--- src/rtl/core/first_fit_page_bump_allocator_macros.svh ---
// Assertion macros for the first-fit page bump allocator.
// Included by the RTL files that carry concurrent assertions; no other dependencies.
`ifndef FIRST_FIT_PAGE_BUMP_ALLOCATOR_MACROS_SVH
`define FIRST_FIT_PAGE_BUMP_ALLOCATOR_MACROS_SVH
`ifndef NO_ASSERTIONS
// Same-cycle implication, disabled while in reset.
`define FFPBA_ASSERT_SAME(label, clk, rst_n, ante, cons, msg) \
    label: assert property (@(posedge clk) disable iff (!rst_n) (ante) |-> (cons)) \
        else $error(msg);
// Next-cycle implication, disabled while in reset.
`define FFPBA_ASSERT_NEXT(label, clk, rst_n, ante, cons, msg) \
    label: assert property (@(posedge clk) disable iff (!rst_n) (ante) |=> (cons)) \
        else $error(msg);
`else
`define FFPBA_ASSERT_SAME(label, clk, rst_n, ante, cons, msg)
`define FFPBA_ASSERT_NEXT(label, clk, rst_n, ante, cons, msg)
`endif
`endif

--- src/rtl/core/ffpba_pkg.sv ---
// Shared types and constants of the first-fit page bump allocator.
// No dependencies; used by first_fit_page_bump_allocator.
package ffpba_pkg;

    localparam int ADDR_W = 32;

    typedef logic [ADDR_W-1:0] addr_t;
    typedef logic [1:0]        status_t;

    localparam status_t ST_OK      = 2'd0;
    localparam status_t ST_TOO_BIG = 2'd1;
    localparam status_t ST_NO_PAGE = 2'd2;

endpackage

--- src/rtl/core/first_fit_page_bump_allocator.sv ---
// First-fit page bump allocator, top level.
// Depends on ffpba_pkg and first_fit_page_bump_allocator_macros.svh.
//
// Usage: raise start with request_bytes while busy is low; the word is taken at
// that edge. Exactly one result word follows, shown for one cycle with done high;
// the receiver cannot stall, so sample it when done is seen. A request larger
// than PAGE_BYTES answers in the cycle after acceptance without going busy.
// Any other request scans the used byte counts of the pages in use, one page per
// cycle out of a used-count memory with a registered read, and answers from the
// first page that fits. If none fits and fewer than MAX_PAGES pages are in use,
// a new page is appended (the APPEND state writes the new page's count; with no
// pages in use it is appended at once); else the page limit is reached and the
// request is refused. done is high in the first cycle with busy low, so the next
// request may be taken while the result shows.
// The heap base address is written through the cfg channel (cfg_ready is always
// high) and must only change while idle.
// Used counts of pages not yet appended are never read, so the memory needs no
// clearing pass after reset.
`include "first_fit_page_bump_allocator_macros.svh"

module first_fit_page_bump_allocator #(
    parameter int PAGE_BYTES = 4096,
    parameter int MAX_PAGES  = 16
) (
    input  logic                  clk,
    input  logic                  rst_n,
    // request channel
    input  logic                  start,
    output logic                  busy,
    input  logic [31:0]           request_bytes,
    // result channel
    output logic                  done,
    output logic                  granted,
    output ffpba_pkg::addr_t      block_address,
    output ffpba_pkg::status_t    status,
    output logic                  page_added,
    output ffpba_pkg::addr_t      new_page_address,
    // configuration channel: heap base address
    input  logic                  cfg_valid,
    output logic                  cfg_ready,
    input  logic [31:0]           cfg_data
);

    // Width of one used count, able to hold PAGE_BYTES itself.
    localparam int UW = $clog2(PAGE_BYTES + 1);
    // Page index width and page count width.
    localparam int IW = (MAX_PAGES > 1) ? $clog2(MAX_PAGES) : 1;
    localparam int CW = $clog2(MAX_PAGES + 1);

    localparam logic [31:0]   PAGE_LIMIT = 32'(PAGE_BYTES);
    localparam logic [UW:0]   PAGE_FULL  = (UW+1)'(PAGE_BYTES);
    localparam logic [CW-1:0] PAGE_MAX   = CW'(MAX_PAGES);

    localparam logic [1:0] S_IDLE   = 2'd0;
    localparam logic [1:0] S_SCAN   = 2'd1;
    localparam logic [1:0] S_APPEND = 2'd2;

    // Control state
    logic [1:0]    state_reg, state_next;
    logic [CW-1:0] pages_reg, pages_next;
    logic          done_reg, done_next;

    // Working registers
    logic [IW-1:0]    idx_reg, idx_next;
    logic [UW-1:0]    req_reg, req_next;
    ffpba_pkg::addr_t page_addr_reg, page_addr_next;
    ffpba_pkg::addr_t base_addr_reg;

    // Result word
    logic               granted_reg, granted_next;
    ffpba_pkg::addr_t   addr_reg, addr_next;
    ffpba_pkg::status_t status_reg, status_next;
    logic               added_reg, added_next;
    ffpba_pkg::addr_t   new_addr_reg, new_addr_next;

    // Used-count memory
    logic [UW-1:0] used_mem [MAX_PAGES];
    logic          rd_en;
    logic [IW-1:0] rd_addr;
    logic [UW-1:0] rd_data_reg;
    logic          wr_en;
    logic [IW-1:0] wr_addr;
    logic [UW-1:0] wr_data;

    logic [UW:0]   fit_sum;
    logic          fits;
    logic [CW-1:0] idx_succ;

    assign busy      = (state_reg != S_IDLE);
    assign cfg_ready = 1'b1;

    assign done             = done_reg;
    assign granted          = granted_reg;
    assign block_address    = addr_reg;
    assign status           = status_reg;
    assign page_added       = added_reg;
    assign new_page_address = new_addr_reg;

    // Room check for the page whose count just came out of the memory.
    assign fit_sum  = {1'b0, rd_data_reg} + {1'b0, req_reg};
    assign fits     = (fit_sum <= PAGE_FULL);
    assign idx_succ = CW'(idx_reg) + CW'(1);

    always_comb
    begin
        state_next     = state_reg;
        pages_next     = pages_reg;
        done_next      = 1'b0;
        idx_next       = idx_reg;
        req_next       = req_reg;
        page_addr_next = page_addr_reg;
        granted_next   = granted_reg;
        addr_next      = addr_reg;
        status_next    = status_reg;
        added_next     = added_reg;
        new_addr_next  = new_addr_reg;
        rd_en          = 1'b0;
        rd_addr        = idx_reg;
        wr_en          = 1'b0;
        wr_addr        = idx_reg;
        wr_data        = fit_sum[UW-1:0];

        unique case (state_reg)
            S_IDLE:
            begin
                if (start)
                begin
                    req_next       = request_bytes[UW-1:0];
                    page_addr_next = base_addr_reg;
                    idx_next       = '0;
                    if (request_bytes > PAGE_LIMIT)
                    begin
                        // Refuse at once; the FSM state does not change.
                        done_next     = 1'b1;
                        granted_next  = 1'b0;
                        addr_next     = '0;
                        status_next   = ffpba_pkg::ST_TOO_BIG;
                        added_next    = 1'b0;
                        new_addr_next = '0;
                    end
                    else if (pages_reg == '0)
                    begin
                        state_next = S_APPEND;
                    end
                    else
                    begin
                        // Fetch page 0's used count.
                        rd_en      = 1'b1;
                        rd_addr    = '0;
                        state_next = S_SCAN;
                    end
                end
            end
            S_SCAN:
            begin
                if (fits)
                begin
                    // Bump this page and answer.
                    wr_en         = 1'b1;
                    wr_addr       = idx_reg;
                    wr_data       = fit_sum[UW-1:0];
                    done_next     = 1'b1;
                    granted_next  = 1'b1;
                    addr_next     = page_addr_reg + 32'(rd_data_reg);
                    status_next   = ffpba_pkg::ST_OK;
                    added_next    = 1'b0;
                    new_addr_next = '0;
                    state_next    = S_IDLE;
                end
                else if (idx_succ < pages_reg)
                begin
                    // Advance to the next page.
                    rd_en          = 1'b1;
                    rd_addr        = idx_succ[IW-1:0];
                    idx_next       = idx_succ[IW-1:0];
                    page_addr_next = page_addr_reg + PAGE_LIMIT;
                end
                else if (pages_reg == PAGE_MAX)
                begin
                    done_next     = 1'b1;
                    granted_next  = 1'b0;
                    addr_next     = '0;
                    status_next   = ffpba_pkg::ST_NO_PAGE;
                    added_next    = 1'b0;
                    new_addr_next = '0;
                    state_next    = S_IDLE;
                end
                else
                begin
                    page_addr_next = page_addr_reg + PAGE_LIMIT;
                    state_next     = S_APPEND;
                end
            end
            S_APPEND:
            begin
                // New page starts at zero used, so its count becomes the request.
                wr_en         = 1'b1;
                wr_addr       = pages_reg[IW-1:0];
                wr_data       = req_reg;
                pages_next    = pages_reg + CW'(1);
                done_next     = 1'b1;
                granted_next  = 1'b1;
                addr_next     = page_addr_reg;
                status_next   = ffpba_pkg::ST_OK;
                added_next    = 1'b1;
                new_addr_next = page_addr_reg;
                state_next    = S_IDLE;
            end
            default:
            begin
                state_next = S_IDLE;
            end
        endcase
    end

    always_ff @(posedge clk or negedge rst_n)
    begin
        if (!rst_n)
        begin
            state_reg     <= S_IDLE;
            pages_reg     <= '0;
            done_reg      <= 1'b0;
            base_addr_reg <= '0;
        end
        else
        begin
            state_reg <= state_next;
            pages_reg <= pages_next;
            done_reg  <= done_next;
            if (cfg_valid && cfg_ready)
            begin
                base_addr_reg <= cfg_data;
            end
        end
    end

    // Payload registers hold without reset.
    always_ff @(posedge clk)
    begin
        idx_reg       <= idx_next;
        req_reg       <= req_next;
        page_addr_reg <= page_addr_next;
        granted_reg   <= granted_next;
        addr_reg      <= addr_next;
        status_reg    <= status_next;
        added_reg     <= added_next;
        new_addr_reg  <= new_addr_next;
    end

    // Used-count memory: one write port, one registered read port.
    always_ff @(posedge clk)
    begin
        if (wr_en)
        begin
            used_mem[wr_addr] <= wr_data;
        end
        if (rd_en)
        begin
            rd_data_reg <= used_mem[rd_addr];
        end
    end

    `FFPBA_ASSERT_SAME(a_grant_ok, clk, rst_n, done && granted,
        status == ffpba_pkg::ST_OK, "granted word with error status")
    `FFPBA_ASSERT_SAME(a_refuse_clean, clk, rst_n, done && !granted,
        (block_address == '0) && !page_added && (status != ffpba_pkg::ST_OK),
        "refused word carries an address")
    `FFPBA_ASSERT_SAME(a_added_addr, clk, rst_n, done && page_added,
        granted && (new_page_address == block_address), "appended page address mismatch")
    `FFPBA_ASSERT_SAME(a_page_bound, clk, rst_n, 1'b1, pages_reg <= PAGE_MAX,
        "page count beyond limit")
    `FFPBA_ASSERT_NEXT(a_append_done, clk, rst_n, state_reg == S_APPEND,
        done && page_added && !busy, "append did not answer")

endmodule
--- config.mk ---
export PLATFORM = sky130hd
export DESIGN_NAME = first_fit_page_bump_allocator
export DESIGN_NICKNAME = d
export VERILOG_FILES = /design/src/rtl/core/ffpba_pkg.sv /design/src/rtl/core/first_fit_page_bump_allocator.sv
export VERILOG_INCLUDE_DIRS = /design/src /design/src/rtl/core
export SDC_FILE = /design/constraint.sdc
export NUM_CORES = 1
export LEC_CHECK = 0
export BUFFER_PORTS_ARGS = -buffer_cell sky130_fd_sc_hd__buf_4
export CAP_MARGIN = 10
export CORE_ASPECT_RATIO = 0.9
export CORE_MARGIN = 1.5
export CORE_UTILIZATION = 60
export CTS_CLUSTER_SIZE = 16
export DETAILED_ROUTE_END_ITERATION = 8
export GPL_ROUTABILITY_DRIVEN = 0
export PLACE_DENSITY = 0.79
export SLEW_MARGIN = 20
export SYNTH_ARGS = -nofsm -noshare
export SYNTH_HDL_FRONTEND = slang
export SYNTH_SLANG_ARGS = --single-unit
export TNS_END_PERCENT = 50
--- constraint.sdc ---
create_clock -name clk -period 8.1 [get_ports clk]
set_input_delay 0.81 -clock clk [delete_from_list [all_inputs] [get_ports clk]]
set_output_delay 0.81 -clock clk [all_outputs]
set_load 0.01 [all_outputs]
Word level (Yosys, flattened, before mapping)
Memory sizes are Yosys's and may differ from the RTL's. A register that Yosys moved wholly into a read port is not among the register bits.
Index checks and enable logic that the tools add are counted.
{"block": "word_totals", "mem_bits_rw": 208, "word_cells": 101, "ff_bits": 157, "n_memories": 1, "in_bits": 68, "out_inout_bits": 71}
{"block": "classes", "n_reduce_logical": 10, "mux": 60, "order_cmp": 3, "n_addsub": 5, "n_eq_ne": 10}
{"name": "used_mem", "depth": 16, "width": 13, "rd": 1, "rd_clocked_by_memory_dff": 1, "wr": 1, "line": "first_fit_page_bump_allocator.sv:77", "text": "logic [UW-1:0] used_mem [MAX_PAGES];"}
{"op": "two-way mux 32 bit", "count": 10}
{"op": "case mux 32 bit (3 select lines)", "count": 2}
{"op": "case mux 32 bit (2 select lines)", "count": 1}
{"op": "adder 32 x 13 -> 32 bit", "count": 1}
{"op": "adder 32 x 13 -> 32 bit, second input constant", "count": 1}
{"op": "greater-than comparator 32 x 13 -> 1 bit, second input constant", "count": 1}
{"op": "two-way mux 4 bit", "count": 7}
{"op": "two-way mux 2 bit", "count": 11}
{"op": "two-way mux 1 bit", "count": 19}
{"op": "case mux 4 bit (2 select lines)", "count": 2}
{"op": "adder 13 x 13 -> 14 bit", "count": 1}
{"op": "<= comparator 14 x 13 -> 1 bit, second input constant", "count": 1}
{"op": "two-way mux 13 bit", "count": 1}
{"op": "!= test 3 bit, second input constant", "count": 3}
{"op": "case mux 1 bit (3 select lines)", "count": 3}
{"op": "!= test 2 bit, second input constant", "count": 4}
{"op": "case mux 2 bit (3 select lines)", "count": 1}
{"op": "adder 4 x 1 -> 5 bit, second input constant", "count": 1}
{"op": "adder 5 x 1 -> 5 bit, second input constant", "count": 1}
{"op": "== test 5 bit, second input constant", "count": 1}
{"op": "zero test 5 bit", "count": 1}
{"op": "< comparator 5 bit", "count": 1}
{"op": "AND reduction 5 bit", "count": 1}
{"op": "case mux 1 bit (2 select lines)", "count": 2}
{"op": "other kinds (9)", "count": 11}

Logic depth before layout (Yosys ltp)
{"block": "logic_depth", "ltp_word": 6, "mapped_depth": 15}

Least setup slack after synthesis
OpenSTA, ideal clock, no wires.
{"block": "synth_path", "kind": "flip-flop to flip-flop", "start": "register req_reg[0]", "end": "register addr_reg[0], in the netlist block_address[0] (enable)", "stages_incl_launch_ff": 13, "n_path_buf": 1, "slack_ps": 1501, "arrival_time_ps": 6082, "required_ps": 7583, "setup_ps": 517, "synth_period_minus_slack_ps": 6599, "cell_sequence": "edfxtp_1 -> ha_1 -> fa_1 -> a21o_2 -> a221o_2 -> o21ai_4 -> xor2_2 -> nand2b_4 -> o41ai_2 -> and2_1 -> buf_2 -> nor3_1 -> a21oi_1"}
{"block": "synth_via", "elab_chain_len": 4}
{"item": "start, declared", "line": "first_fit_page_bump_allocator.sv:65", "text": "logic [UW-1:0] req_reg, req_next;"}
{"item": "start signal, assigned", "line": "first_fit_page_bump_allocator.sv:241", "text": "req_reg <= req_next;"}
{"item": "adder 13 x 13 -> 14 bit (*)", "line": "first_fit_page_bump_allocator.sv:100", "text": "assign fit_sum = {1'b0, rd_data_reg} + {1'b0, req_reg};"}
{"item": "<= comparator 14 x 13 -> 1 bit (*)", "line": "first_fit_page_bump_allocator.sv:101", "text": "assign fits = (fit_sum <= PAGE_FULL);"}
{"item": "!= test 3 bit (no source line)"}
{"item": "AND reduction 5 bit (no source line) (*)"}
{"item": "end signal, assigned", "line": "first_fit_page_bump_allocator.sv:244", "text": "addr_reg <= addr_next;"}
{"item": "end, declared", "line": "first_fit_page_bump_allocator.sv:71", "text": "ffpba_pkg::addr_t addr_reg, addr_next;"}
Mark *: on every way between the ends. The rest lies on a longest branch, timed or not.
A chain may end at the register's enable or synchronous reset.

Final worst setup path
{"block": "layout_path", "start": "register req_reg[0]", "end": "memory used_mem[10][11] (netlist bit) (enable)"}
{"block": "layout_via", "elab_chain_len": 6}
{"item": "adder 13 x 13 -> 14 bit", "line": "first_fit_page_bump_allocator.sv:100"}
{"item": "<= comparator 14 x 13 -> 1 bit", "line": "first_fit_page_bump_allocator.sv:101"}
{"item": "two-way mux 1 bit", "line": "first_fit_page_bump_allocator.sv:156", "text": "if (fits)"}
{"item": "case mux 1 bit (2 select lines)", "line": "first_fit_page_bump_allocator.sv:123", "text": "unique case (state_reg)"}
{"item": "two-way mux 1 bit", "line": "first_fit_page_bump_allocator.sv:253", "text": "if (wr_en)"}
{"item": "two-way mux 1 bit (not written as such)", "line": "first_fit_page_bump_allocator.sv:255", "text": "used_mem[wr_addr] <= wr_data;"}
{"item": "end, declared", "line": "first_fit_page_bump_allocator.sv:77"}
No other way between the ends.

==> impl_metrics.json <==
{
  "status": "finished, final reports clean",
  "dr.first_iter.drc_count": 1118,
  "rrSetupSlack_ps": 3120,
  "holdBufCountCts": 0,
  "swShare_pct": 30.78,
  "hp-class": "in2async",
  "dieHeight_um": 163.7,
  "antenna_found_initial": 0,
  "p_sw_mw": 1.858,
  "cp.arrival_ps": 5110,
  "finalHoldViolations": 0,
  "seq_power_share_pct": 46.8,
  "cellLeakagePower_nw": 7.310,
  "fmax_ghz": 0.2007,
  "clk_path_buf_depth": 3,
  "post_drt_wl_per_cell_um": 22.95,
  "finalCritPeriodShare_pct": 61.50,
  "grt.overflow.total": 0,
  "synth-edff-count": 338,
  "place_area_um2": 18570,
  "period_needed_ps": 4981,
  "tightest_slew_ps": 1115,
  "setup_tns_ps": 0,
  "setup_violations": 0,
  "syn_area_um2": 17210,
  "drive_gt1_share_pct": 22.51,
  "required_ps": 8230,
  "diodes": 0,
  "synth_seq_cells": 378,
  "drc": 0,
  "dp_cells": 1591,
  "grt_use_total_pct": 26.31,
  "worst-setup-path-type": "reg2reg",
  "die-area_um2": 29700,
  "synthesis.nets": 1238,
  "peakVddDrop_v": 0.0001973,
  "crit_fanout": 24,
  "drtAntennaViolNets": 0,
  "finalClockSkew_ps": 23.38,
  "grt_pass1_vias": 10140,
  "syn-instance-count": 1129,
  "vias_per_cell": 6.249,
  "final_nets": 1380,
  "async_flop_share_pct": 10.58,
  "synthFlopType": "edfxtp_1",
  "internal-power_mw": 4.178,
  "comb_power_share_pct": 26.3,
  "num_io_pins": 139,
  "stdcell_count": 1657,
  "ys_warn_count": 0,
  "io_buffers": 137,
  "via_count": 10350,
  "die-width_um": 181.5,
  "ys_seq_area_share_pct": 64.81,
  "grt_max_degree": 77,
  "postSynthAreaPerCell_um2": 15.24,
  "relSlewSlack_pct": 25.60,
  "drtPass1Iterations": 6,
  "cts_buffers": 38,
  "initial_core_util_pct": 61.26,
  "fin_area_um2": 19710,
  "clkTransAtPathRegs_ps": 60,
  "grt_pass1_wl_mm": 58.44,
  "cp-end-kind": "flip-flop",
  "cts_resized": 0,
  "ctsRootBufferMaster": "clkbuf_16",
  "rows": 58,
  "netlist-cell-type-count": 79,
  "wirelength_mm": 38.03,
  "hpwl_mm": 23.74,
  "rsz0062_at_grt": "no",
  "top_register": "used_mem",
  "syn_to_final_growth_pct": 14.57,
  "core_um2": 28080,
  "p_clk_share_pct": 26.9,
  "start_kind": "flip-flop",
  "fin_util_pct": 70.19,
  "postCtsSetupBuffers": 0,
  "cap_violations": 0,
  "h-tree-depth": 2,
  "cts_tree": "done",
  "clock-sinks": 378,
  "clk_latency_ps": 530,
  "largest_reg_flops": 208,
  "p_per_area_nw_per_um2": 306.2,
  "slew_viol_final": 0
}
[final timing paths]
check | start | end | cells past startpoint
worst max-delay path | req_reg[0] | used_mem[10][11] | 13
worst min-delay path | rst_n | base_addr_reg[29] | 1
worst max register to register | req_reg[0] | used_mem[10][11] | 13
worst min register to register | base_addr_reg[11] | base_addr_reg[11] | 1
max in group asynchronous | rst_n | base_addr_reg[7] | 1
min in group clk | request_bytes[5] | req_reg[5] | 1
[cells in the mapped netlist (all sizes together) (3+ instances only)]
| cell | instances | area (um^2) |
|---|---|---|
| or4 | 3 | 22.52 |
| nand2b | 3 | 26.27 |
| o21a | 5 | 37.54 |
| mux2i | 42 | 420.4 |
| dfrtp | 40 | 1001 |
| nor3 | 12 | 60.06 |
| a211oi | 7 | 57.55 |
| nor4 | 9 | 71.32 |
| mux2 | 37 | 416.7 |
| a21oi | 78 | 394.1 |
| xor2 | 20 | 190.2 |
| a31oi | 12 | 81.33 |
| xnor2 | 23 | 201.4 |
| inv | 26 | 97.59 |
| o21bai | 4 | 30.03 |
| o21ai | 39 | 210.2 |
| or2 | 5 | 31.28 |
| nor2 | 73 | 274.0 |
| nand4 | 4 | 25.02 |
| and2 | 37 | 231.5 |
| a21o | 10 | 77.58 |
| nor2b | 14 | 87.58 |
| buf | 19 | 172.7 |
| clkbuf | 36 | 145.1 |
| nand2 | 59 | 221.5 |
| edfxtp | 338 | 10150 |
| mux4 | 52 | 1348 |
| ha | 39 | 488.0 |
| and3 | 11 | 68.82 |
| or3 | 11 | 68.82 |
| nand3 | 25 | 137.6 |
[power groups by stage]
stage	registers (mW)	clock network (mW)	logic (mW)
5_1_grt	2.85	1.72	1.72
2_1_floorplan	2.89	0	0.904
4_1_cts	2.82	1.64	1.58
6_report	2.82	1.62	1.59
3_3_place_gp	2.85	0	1.53
3_5_place_dp	2.86	0	1.57
[layout by cell type (no fill, tap or decap), types with 12 or more instances in the layout]
cell type  instances
a21oi_1           76
and2_1            37
buf_4            157
clkbuf_16         38
dfrtp_1           40
edfxtp_1         338
ha_1              37
inv_1             25
mux2_2            37
mux2i_1           42
mux4_1            47
nand2_1           59
nand3_1           24
nor2_1            61
nor2b_1           14
nor3_1            12
o21ai_0           36
xnor2_1           23
xor2_1            18
[stage by stage]
stage                     setup slack [ps]  hold slack [ps]  power, mW
after floorplan                       1501            458.8      3.796
after global placement                3375            487.5      4.381
after detailed placement              3226            488.2      4.421
after CTS                             3159            266.8      6.045
after global routing                  2895            296.1      6.289
final                                 3119            243.1      6.037
[kinds of logic after synthesis]
family	count (synthesis)	synth area share, %
compound gates	181	6.669
xor+xnor	43	2.276
fa+ha+maj	41	3.069
buf+inv	82	2.436
flops	378	64.81
mux	131	12.70
other cells	1	0.02180
simple gates	272	8.021
[final cells by class]
cell class | count | area (um^2)
sequential | 378 | 11150
fill | 1784 | 8372
multi-input combinational | 669 | 5694
timing repair buffer | 157 | 1179
clock buffer | 46 | 991.0
tap | 360 | 450.4
clock inverter | 20 | 146.4
inverter | 27 | 101.3
[per-layer routing]
metal	up-vias	wire, um	GRT usage [%]
li1	4651	-	-
met1	5105	16000	37.49
met2	521	17670	41.40
met3	77	3392	5.329
met4	0	973	8.220
met5	-	0	0
[worst max-delay path: stages, from the launching register on]
cell,delay (ps)
edfxtp_1,390
ha_1,240
fa_1,410
a21o_2,220
a221o_2,420
o21ai_4,200
xor2_2,230
nand2b_4,90
o41ai_2,510
and3_1,220
buf_4,290
o21ai_0,160
a21o_1,290
nor2_2,890
(Power assumes the default switching activity.)
